File: config.mk
export PLATFORM = sky130hd
export DESIGN_NAME = pbb_fifo
export DESIGN_NICKNAME = d
export VERILOG_FILES = /design/src/sv/pbb_fifo.sv
export SDC_FILE = /design/constraint.sdc
export NUM_CORES = 1
export LEC_CHECK = 0
export ABC_AREA = 1
export BUFFER_PORTS_ARGS = -buffer_cell sky130_fd_sc_hd__buf_2
export CAP_MARGIN = 20
export CORE_MARGIN = 2
export CORE_UTILIZATION = 40
export DETAILED_ROUTE_END_ITERATION = 10
export HOLD_SLACK_MARGIN = 0.12
export PLACE_DENSITY_LB_ADDON = 0.2
export SYNTH_ARGS = -nofsm -noshare
export SYNTH_HDL_FRONTEND = slang
export SYNTH_SLANG_ARGS = --single-unit
export TNS_END_PERCENT = 10
File: constraint.sdc
create_clock -name i_clk -period 3.1 [get_ports i_clk]
set_input_delay 0.62 -clock i_clk [delete_from_list [all_inputs] [get_ports i_clk]]
set_output_delay 0.62 -clock i_clk [all_outputs]
set_load 0.1 [all_outputs]
File: src/sv/pbb_fifo.sv
// Small flop-based FIFO used between the front and back and for results.
`default_nettype none
module pbb_fifo #(
    parameter int WIDTH = 8,
    parameter int DEPTH = 4
) (
    input  wire logic             i_clk,
    input  wire logic             i_rst_n,
    input  wire logic             i_push,
    input  wire logic [WIDTH-1:0] i_wdata,
    input  wire logic             i_pop,
    output logic                  o_empty,
    output logic                  o_full,
    output logic      [WIDTH-1:0] o_rdata
);

    localparam int PtrW = (DEPTH > 1) ? $clog2(DEPTH) : 1;
    localparam int CntW = $clog2(DEPTH + 1);
    localparam logic [PtrW-1:0] LastPtr = PtrW'(DEPTH - 1);

    logic [WIDTH-1:0] r_mem [DEPTH];
    logic [PtrW-1:0]  r_wr_ptr;
    logic [PtrW-1:0]  r_rd_ptr;
    logic [CntW-1:0]  r_count;

    logic do_push;
    logic do_pop;

    assign o_empty = (r_count == '0);
    assign o_full  = (r_count == CntW'(DEPTH));
    assign o_rdata = r_mem[r_rd_ptr];
    assign do_push = i_push && !o_full;
    assign do_pop  = i_pop && !o_empty;

    always_ff @(posedge i_clk) begin
        if (do_push) begin
            r_mem[r_wr_ptr] <= i_wdata;
        end
    end

    always_ff @(posedge i_clk) begin
        if (!i_rst_n) begin
            r_wr_ptr <= '0;
            r_rd_ptr <= '0;
            r_count  <= '0;
        end else begin
            if (do_push) begin
                r_wr_ptr <= (r_wr_ptr == LastPtr) ? '0 : r_wr_ptr + 1'b1;
            end
            if (do_pop) begin
                r_rd_ptr <= (r_rd_ptr == LastPtr) ? '0 : r_rd_ptr + 1'b1;
            end
            case ({do_push, do_pop})
                2'b10:   r_count <= r_count + 1'b1;
                2'b01:   r_count <= r_count - 1'b1;
                default: r_count <= r_count;
            endcase
        end
    end

endmodule
`default_nettype wire

==> results.md <==
- Status: finished, final reports clean
- CTS Buffer Depth: 2
- Fill count: 379
- Post-synth EDFFs: 32
- Share of the yosys chip area belonging to registers: 0.6746
- R2R setup slack: 1.31 ns
- Rel. slew slack: 0.4413
- Starting density of the core: 0.4199
- Crit-path max FO: 17
- Area Overhead vs Synth: 14.87%
- Die Y: 69.03 um
- Hold-fix buffers at CTS: 0
- Mapped cell area: 0.001692 sq mm
- Max Cap Violations: 0
- Grt total ovfl: 0
- WL final: 2.962 mm
- Final hold viol count: 0
- Layout Utilization: 0.4823
- Synth area leaders: edfxtp_1 57%, dfxtp_1 11%, nor2_1 6.4%
- Clock latency on the worst-skew pair: 0.29 ns
- CTS root buf: clkbuf_8
- Antenna diodes: 0
- Routed via count: 1067
- Post-Synthesis Cells: 147
- First-iteration detailed-routing DRC count: 67
- Initial DRT Pass Iterations: 4
- Yosys warns: 0
- Area leader, netlist: edfxtp_1
- Placer congestion estimate: 0.6750
- Mapped Nets: 166
- Syn avg cell area: 11.51 sq um
- Worst Setup End Kind: output port
- Commonest cells in the netlist: 32 x edfxtp_1, 29 x nor2_1, 18 x inv_1, 14 x nand2_1, 14 x o21ai_0
- Fin. max-slew vios: 0
- Final Critical Period: 2.483 ns
- CTS Buf Count: 5
- Final setup viols: 0
- TritonCTS clock tree: built
- Io pins: 22
- Post-synth ARST share: 0
- Worst r2r src: r_count[1]
- Unique masters post-synth: 19
- Sink Count: 41
- Most used DFF post-synth: edfxtp_1
- Area of the multi-input gates: 456.7 sq um
- CP Launch Type: flip-flop
- Vias in the first global route: 1050
- Clk slew on worst S/H paths: 0.07 ns
- Post-CTS Setup Inserts: 0
- H-tree depth: 2
- WHS: 0.5346 ns
- Sequential cell area: 0.001141 sq mm
- WL/cell: 13.22 um
- Buffers on Ports: 21
- Post-DR vias/cell: 4.763
- Rows: 23
- Setup tns final: 0 ns
- Initial antenna violation count: 0
- DIE WIDTH: 69.03 um
- Fmax: 402.7 MHz
- Top cell type's share of synthesized area: 0.5680
- Routed Antenna Nets: 0
- Fin crit share: 0.8011
- DR DRC count: 0
- Skew final: 0.006171 ns
- Dpl hpwl: 2.044 mm
- Total GRT Usage: 0.1303
- Worst Path Arrival: 1.86 ns
- Critical path type: flip-flop to output port
- Count leader, synth: edfxtp_1
- Core ar.: 0.004029 sq mm
- PostCTS Resize Cnt: 0
- Worst-margin pin slew: 0.8350 ns
- Total die area: 0.004765 sq mm
- Hold path startpoint: r_count[0]
- #FFs+latches synth: 41
- Worst min path class: flip-flop to flip-flop
- Req. time, crit path: 2.48 ns
- RSZ-0062 raised after global routing: false
- Fraction of layout cells with a size suffix above 1: 0.1897
- Fin nets: 192
- First-pass GRT wire length: 4.781 mm
- Largest net degree at the start of global routing: 18
-- registers in the layout (all words and copies together), names as in the netlist, named ones only --
name	count
r_rd_ptr	2
r_mem	32
r_count	3
r_wr_ptr	2
-- path summary, 6_finish.rpt --
check / cells after the start / to
min reg2reg: 2 / r_count[0]
max reg2reg: 12 / r_count[2]
max: 4 / o_rdata[0]
min: 2 / r_count[0]
-- cell usage in the layout (no fill, tap or decap), types with 2 or more instances in the layout --
cell / instances
a21oi_1: 3
buf_2: 21
clkbuf_8: 5
dfxtp_1: 9
edfxtp_1: 32
ha_1: 6
inv_1: 18
nand2_1: 14
nor2_1: 29
nor2_2: 2
o21ai_0: 14
o21ai_1: 2
o21ai_2: 2
o22ai_1: 8
-- logic make-up after synthesis --
logic type,after synthesis,share of synthesized area
AO/OA/AOI/OAI,29,0.09616
adder cells (fa/ha/maj),7,0.05621
buffers and inverters,21,0.05547
flip-flops,41,0.6746
AND/OR/NAND/NOR,49,0.1176
-- cell type report --
cell class              count  area share
clock inverters             2     0.01739
well taps                  50     0.03220
clock buffers               6     0.03735
inverters                  19     0.03670
flip-flops and latches     41      0.5872
repair buffers             21     0.05409
multi-input cells          85      0.2350
-- metal layers --
metal,up-vias,GRT usage,routed length (um)
li1,553,-,-
met1,491,0.1539,1330
met2,18,0.2137,1438
met3,5,0.05409,152
met4,0,0.04575,40
met5,-,0,0
-- metrics by stage --
stage | setup WS (ns) | cells | cell area (sq um)
finish | 0.6167 | 224 | 1943
global route | 0.4669 | 224 | 1943
global placement | 1.015 | 216 | 1837
floorplan | 0.3712 | 147 | 1692
CTS | 0.5985 | 224 | 1943
detailed placement | 0.9272 | 216 | 1837
-- worst max-delay path: stages (launching register included) --
cell	delay [ns]
dfxtp_1	0.66
inv_2	0.26
o21ai_0	0.24
o22ai_1	0.11
buf_2	0.30
Power is not shown: default switching activity piles up to over one toggle a cycle in this logic, so the estimate is an artifact.
