<file path="config.mk">
export PLATFORM = sky130hd
export DESIGN_NAME = pbb_back
export DESIGN_NICKNAME = d
export VERILOG_FILES = /design/src/sv/pbb_pkg.sv /design/src/sv/pbb_fifo.sv /design/src/sv/pbb_back.sv
export SDC_FILE = /design/constraint.sdc
export NUM_CORES = 1
export LEC_CHECK = 0
export BUFFER_PORTS_ARGS = -buffer_cell sky130_fd_sc_hd__buf_2
export CAP_MARGIN = 20
export CORE_ASPECT_RATIO = 2
export CORE_MARGIN = 3
export CORE_UTILIZATION = 61
export CTS_CLUSTER_SIZE = 28
export DETAILED_ROUTE_END_ITERATION = 8
export GPL_TIMING_DRIVEN = 0
export PLACE_DENSITY = 0.87
export REMOVE_ABC_BUFFERS = 1
export SYNTH_ARGS = -nofsm -noshare
export SYNTH_HDL_FRONTEND = slang
export SYNTH_SLANG_ARGS = --single-unit
</file>
<file path="constraint.sdc">
create_clock -name i_clk -period 32.7 [get_ports i_clk]
set_input_delay 1.635 -clock i_clk [delete_from_list [all_inputs] [get_ports i_clk]]
set_output_delay 1.635 -clock i_clk [all_outputs]
set_load 0.03 [all_outputs]
</file>
<file path="src/sv/pbb_pkg.sv">
// Shared types, register codes and constants of the point bounding box block.
`default_nettype none
package pbb_pkg;

    localparam int CoordWidth   = 32;
    localparam int CfgIdxWidth  = 3;
    localparam int CfgDataWidth = 64;
    localparam int QueueDepth   = 8;
    localparam int ResultDepth  = 2;
    localparam int SumWidth     = 50;

    localparam logic signed [CoordWidth-1:0] CoordMax = {1'b0, {(CoordWidth-1){1'b1}}};
    localparam logic signed [CoordWidth-1:0] CoordMin = {1'b1, {(CoordWidth-1){1'b0}}};

    // configuration register indexes
    localparam logic [CfgIdxWidth-1:0] RegXformEn   = 3'd0;
    localparam logic [CfgIdxWidth-1:0] RegRow0Cols01 = 3'd1;
    localparam logic [CfgIdxWidth-1:0] RegRow0Cols23 = 3'd2;
    localparam logic [CfgIdxWidth-1:0] RegRow1Cols01 = 3'd3;
    localparam logic [CfgIdxWidth-1:0] RegRow1Cols23 = 3'd4;
    localparam logic [CfgIdxWidth-1:0] RegRow2Cols01 = 3'd5;
    localparam logic [CfgIdxWidth-1:0] RegRow2Cols23 = 3'd6;

    // identity matrix, no translation (1.0 in Q16.16 is 65536)
    localparam logic [CfgDataWidth-1:0] MatReset [6] = '{
        64'h0000_0000_0001_0000,
        64'h0000_0000_0000_0000,
        64'h0001_0000_0000_0000,
        64'h0000_0000_0000_0000,
        64'h0000_0000_0000_0000,
        64'h0000_0000_0001_0000
    };

    typedef struct packed {
        logic signed [CoordWidth-1:0] pos_x;
        logic signed [CoordWidth-1:0] pos_y;
        logic signed [CoordWidth-1:0] pos_z;
        logic                         last_vertex;
    } t_pbb_in;

    typedef struct packed {
        logic signed [CoordWidth-1:0] min_x;
        logic signed [CoordWidth-1:0] min_y;
        logic signed [CoordWidth-1:0] min_z;
        logic signed [CoordWidth-1:0] max_x;
        logic signed [CoordWidth-1:0] max_y;
        logic signed [CoordWidth-1:0] max_z;
        logic        [CoordWidth-1:0] extent_x;
        logic        [CoordWidth-1:0] extent_y;
        logic        [CoordWidth-1:0] extent_z;
    } t_pbb_out;

endpackage
`default_nettype wire

</file>
<file path="src/sv/pbb_fifo.sv">
// Small flop-based FIFO used between the front and back and for results.
`default_nettype none
module pbb_fifo #(
    parameter int WIDTH = 8,
    parameter int DEPTH = 4
) (
    input  wire logic             i_clk,
    input  wire logic             i_rst_n,
    input  wire logic             i_push,
    input  wire logic [WIDTH-1:0] i_wdata,
    input  wire logic             i_pop,
    output logic                  o_empty,
    output logic                  o_full,
    output logic      [WIDTH-1:0] o_rdata
);

    localparam int PtrW = (DEPTH > 1) ? $clog2(DEPTH) : 1;
    localparam int CntW = $clog2(DEPTH + 1);
    localparam logic [PtrW-1:0] LastPtr = PtrW'(DEPTH - 1);

    logic [WIDTH-1:0] r_mem [DEPTH];
    logic [PtrW-1:0]  r_wr_ptr;
    logic [PtrW-1:0]  r_rd_ptr;
    logic [CntW-1:0]  r_count;

    logic do_push;
    logic do_pop;

    assign o_empty = (r_count == '0);
    assign o_full  = (r_count == CntW'(DEPTH));
    assign o_rdata = r_mem[r_rd_ptr];
    assign do_push = i_push && !o_full;
    assign do_pop  = i_pop && !o_empty;

    always_ff @(posedge i_clk) begin
        if (do_push) begin
            r_mem[r_wr_ptr] <= i_wdata;
        end
    end

    always_ff @(posedge i_clk) begin
        if (!i_rst_n) begin
            r_wr_ptr <= '0;
            r_rd_ptr <= '0;
            r_count  <= '0;
        end else begin
            if (do_push) begin
                r_wr_ptr <= (r_wr_ptr == LastPtr) ? '0 : r_wr_ptr + 1'b1;
            end
            if (do_pop) begin
                r_rd_ptr <= (r_rd_ptr == LastPtr) ? '0 : r_rd_ptr + 1'b1;
            end
            case ({do_push, do_pop})
                2'b10:   r_count <= r_count + 1'b1;
                2'b01:   r_count <= r_count - 1'b1;
                default: r_count <= r_count;
            endcase
        end
    end

endmodule
`default_nettype wire

</file>
<file path="src/sv/pbb_back.sv">
// Back end: running min/max per axis and the result queue.
`default_nettype none
module pbb_back #(
    parameter int RESULT_DEPTH = pbb_pkg::ResultDepth
) (
    input  wire logic              i_clk,
    input  wire logic              i_rst_n,
    input  wire logic              i_avail,
    input  wire pbb_pkg::t_pbb_in  i_item,
    output logic                   o_take,
    input  wire logic              i_pop,
    output logic                   o_empty,
    output pbb_pkg::t_pbb_out      o_result
);

    localparam int Cw = pbb_pkg::CoordWidth;

    logic signed [Cw-1:0] r_min [3];
    logic signed [Cw-1:0] r_max [3];
    logic signed [Cw-1:0] pos [3];
    logic signed [Cw-1:0] n_min [3];
    logic signed [Cw-1:0] n_max [3];

    logic               res_full;
    logic               res_push;
    pbb_pkg::t_pbb_out  res_word;

    // a last word only moves once the result queue has room
    assign o_take   = i_avail && (!i_item.last_vertex || !res_full);
    assign res_push = o_take && i_item.last_vertex;

    always_comb begin
        pos[0] = i_item.pos_x;
        pos[1] = i_item.pos_y;
        pos[2] = i_item.pos_z;
        for (int a = 0; a < 3; a++) begin
            n_min[a] = (pos[a] < r_min[a]) ? pos[a] : r_min[a];
            n_max[a] = (pos[a] > r_max[a]) ? pos[a] : r_max[a];
        end
        res_word.min_x    = n_min[0];
        res_word.min_y    = n_min[1];
        res_word.min_z    = n_min[2];
        res_word.max_x    = n_max[0];
        res_word.max_y    = n_max[1];
        res_word.max_z    = n_max[2];
        res_word.extent_x = n_max[0] - n_min[0];
        res_word.extent_y = n_max[1] - n_min[1];
        res_word.extent_z = n_max[2] - n_min[2];
    end

    always_ff @(posedge i_clk) begin
        if (!i_rst_n) begin
            for (int a = 0; a < 3; a++) begin
                r_min[a] <= pbb_pkg::CoordMax;
                r_max[a] <= pbb_pkg::CoordMin;
            end
        end else if (o_take) begin
            for (int a = 0; a < 3; a++) begin
                r_min[a] <= i_item.last_vertex ? pbb_pkg::CoordMax : n_min[a];
                r_max[a] <= i_item.last_vertex ? pbb_pkg::CoordMin : n_max[a];
            end
        end
    end

    pbb_fifo #(
        .WIDTH ($bits(pbb_pkg::t_pbb_out)),
        .DEPTH (RESULT_DEPTH)
    ) u_res_fifo (
        .i_clk   (i_clk),
        .i_rst_n (i_rst_n),
        .i_push  (res_push),
        .i_wdata (res_word),
        .i_pop   (i_pop),
        .o_empty (o_empty),
        .o_full  (res_full),
        .o_rdata (o_result)
    );

endmodule
`default_nettype wire

</file>
==> results.ini <==
[synth]
synthFlopType = edfxtp_1
post_synth_num_cell_types = 99
postSynthCellCount = 3368
synth.ff_latch_count = 773
synth_seq_area_share_pct = 56.7
avgSynthCellArea_um2 = 12.1
postSynth.asyncResetShare_pct = 0
yosys_warnings = 0
post_synth_design_cell_area_um2 = 40800
synth_edf_count = 768

[run]
max_cap_violations = 0

[worst_setup_path]
worst_path_most_repeated_cell = a211o_1
timing.rr.start = r_max[0][95]
slowest_delay_ns = 0.67
required_time_of_the_critical_path_ns = 33.07
critical_path.startpoint_type = primary input
worst-path-buf-inv = 3
timing.reg2reg.worst_path_depth = 28
setup.worst_path.class = primary input to flip-flop
critical_path.top_delay_family = compound AO/OA/AOI/OAI gates
path_max_fanout = 31
critical_path.endpoint_type = flip-flop
timing.critical_path.slowest_stage_cell = nor2_4
reg2reg_setup_slack_ns = 24.48
worstPathArrival_ns = 9.32
rr_endpoint = u_res_fifo.r_mem[0][30]

[route]
drt_iter0_markers = 2257
totalWireLength_um = 106000
drt-wirelength-per-cell_um = 22.6
routed_via_count = 28400
drcViolationCount = 0
1st_pass_router_iterations = 6
drt.antenna.violating_nets = 0
detail_route.vias_per_cell = 6.03

[grt]
grt_pass1_wl_um = 162000
grt_remaining_overflow = 0
grt_usage_pct = 30.0
grt_pass1_vias = 29100
largest_net_degree_at_the_start_of_global_routing = 72
antenna_found_initial = 20

[power_and_ir_drop]
power.share.combinational_pct = 36.6
leakage_uw = 0.0187
power.share.clock_pct = 24.4
ir_drop_worst_case_vdd_uv = 69.3
total_power_uw = 3290
internal_power_uw = 2100
netSwitchingPower_uw = 1190
flop_pwr_share_pct = 38.9
net_switching_fraction_of_the_power_pct = 36.3
p_per_area_nw_per_um2 = 70.7

[sta]
max_slew.worst_pin.slew_ns = 1.20
timing.final.setup_violations = 0
slew_headroom_pct = 19.0
fin_tns_setup_ns = 0
timing.final.crit_share_pct = 27.4
min_period_ns = 8.96
fmax_mhz = 112
finalHoldWorstSlack_ns = 0.535
grt_setup_unrepaired = no
worst_skew_ns = 0.0356
finalHoldViolCount = 0
slew_violations = 0

[clocking]
cts-resized-gates = 0
tritoncts = yes
post_cts_hold_buffer_count = 0
cts_buffer_depth = 3
worstSkewPairLatency_ns = 0.66
cts.htree.levels = 3
cts_setup_buffers = 0
clkSinkCount = 773
cts_inserted_buffers = 67
ctsRootBufferMaster = clkbuf_16
clk_pin_slew_worst_paths_ns = 0.07

[cells_and_area]
nets = 4120
num-fill-cells = 4397
area.growth.synth_to_final_pct = 14.1
multiInputGateArea_um2 = 16000
final_util_pct = 70.5
post_layout_nonfiller_instances = 4704
drive_gt1_share_pct = 23.6
seqCellArea_um2 = 23200

[hold_path]
timing.hold.worst_endpoint = u_res_fifo.r_count[1]
hold_class = flip-flop to flip-flop
hold_start = u_res_fifo.r_count[1]
min_path_cells = 2

[floorplan]
dieArea_um2 = 70200
chipWidth_um = 189
initial_core_util_pct = 61.8
core-area_um2 = 66100
std_cell_rows = 133
io_pins = 391
die-height_um = 372

[status]
run_status = complete, no violations

[placement]
weighted_congestion_at_the_end_of_routability_driven_global_placement = 0.944
input_output_buffers = 390
place.detailed.hpwl_um = 79000
dp.cells = 4564

kinds of logic (layout without fill, tap and decap cells):
family / Yosys count / after routing / share of synthesized area (%)
simple gates: 799 / 799 / 9.23
fa+ha+maj: 274 / 274 / 8.37
xor+xnor: 110 / 110 / 2.36
other cells: 0 / 16 / 0
compound gates: 626 / 626 / 9.90
mux: 333 / 333 / 9.12
flops: 773 / 773 / 56.7
buf+inv: 453 / 896 / 4.26
layer usage:
layer  up-vias  track usage [%]  routed length [µm]
li1      13100                -                   -
met1     13800             30.5               35200
met2      1179             55.0               55800
met3       335             7.78                8850
met4        10             17.5                6270
met5         -                0                  76
worst reg2reg max path: cells and delay by family, from the launching register on:
family / cells / cell delay, ns
buf+inv: 3 / 0.41
mux: 1 / 0.32
flops: 1 / 0.36
compound gates: 15 / 4.17
simple gates: 4 / 1.13
fa+ha+maj: 3 / 1.11
xor+xnor: 2 / 0.39
flip-flops by register name, summed over array words and instances (netlist names), named ones only:
register	count
u_res_fifo.r_count	2
r_max	96
u_res_fifo.r_mem	576
r_min	96
u_res_fifo.r_wr_ptr	1
u_res_fifo.r_rd_ptr	1
cells in the mapped netlist (all sizes together) (15+ instances only):
master | n | area [µm²]
a211oi | 25 | 193
a21boi | 17 | 128
a21o | 38 | 285
a21oi | 224 | 1150
a311oi | 17 | 161
and2 | 85 | 534
buf | 23 | 126
clkbuf | 88 | 330
edfxtp | 768 | 23100
ha | 258 | 3230
inv | 342 | 1280
mux2 | 309 | 3480
mux2i | 24 | 244
nand2 | 282 | 1080
nand2b | 19 | 119
nand3 | 49 | 250
nand4 | 34 | 219
nor2 | 206 | 776
nor2b | 25 | 156
nor3 | 41 | 210
o211ai | 16 | 140
o21a | 15 | 113
o21ai | 140 | 701
xnor2 | 66 | 578
xor2 | 44 | 385
how the worst max path moves through the flow:
stage	depth (start not counted)	start	endpoint	slack [ns]
global route	27	i_item[32]	u_res_fifo.r_mem[0][30]	23.19
floorplan	3	i_item[0]	u_res_fifo.r_wr_ptr	17.96
global placement	4	i_item[0]	u_res_fifo.r_wr_ptr	11.40
CTS	25	i_item[96]	u_res_fifo.r_mem[0][88]	23.66
finish	28	i_item[32]	u_res_fifo.r_mem[0][30]	23.75
detailed placement	25	i_item[96]	u_res_fifo.r_mem[0][88]	23.06
power by group through the flow:
stage               combinational, µW  sequential (µW)  clock [µW]
floorplan                         830             1340           0
global placement                 1180             1380           0
detailed placement               1190             1300           0
CTS                              1200             1280         819
global route                     1290             1290         851
finish                           1210             1280         805
cell type report:
cell class | count | share of cell area (%)
Sequential cell | 773 | 49.7
Multi-Input combinational cell | 2142 | 34.3
Timing Repair Buffer | 432 | 6.04
Clock buffer | 76 | 3.72
Inverter | 342 | 2.76
Tap cell | 877 | 2.36
Clock inverter | 46 | 0.975
Antenna cell | 16 | 0.0860
cells in the final DEF, fill, tap and decap left out, types with 68 or more instances in the layout:
master     instances
inv_1            341
nand2_1          279
clkbuf_16         68
nor2_1           201
o21ai_0          128
a21oi_1          220
buf_2            390
and2_1            83
edfxtp_1         768
mux2_2           309
ha_1             258
stage by stage:
stage	worst slack, ns	area (µm²)
floorplan	17.96	40400
finish	23.75	46600
CTS	23.66	46500
global placement	11.40	43400
detailed placement	23.06	44300
global route	23.19	46500
Note: power is estimated with default switching activity, not from simulation.
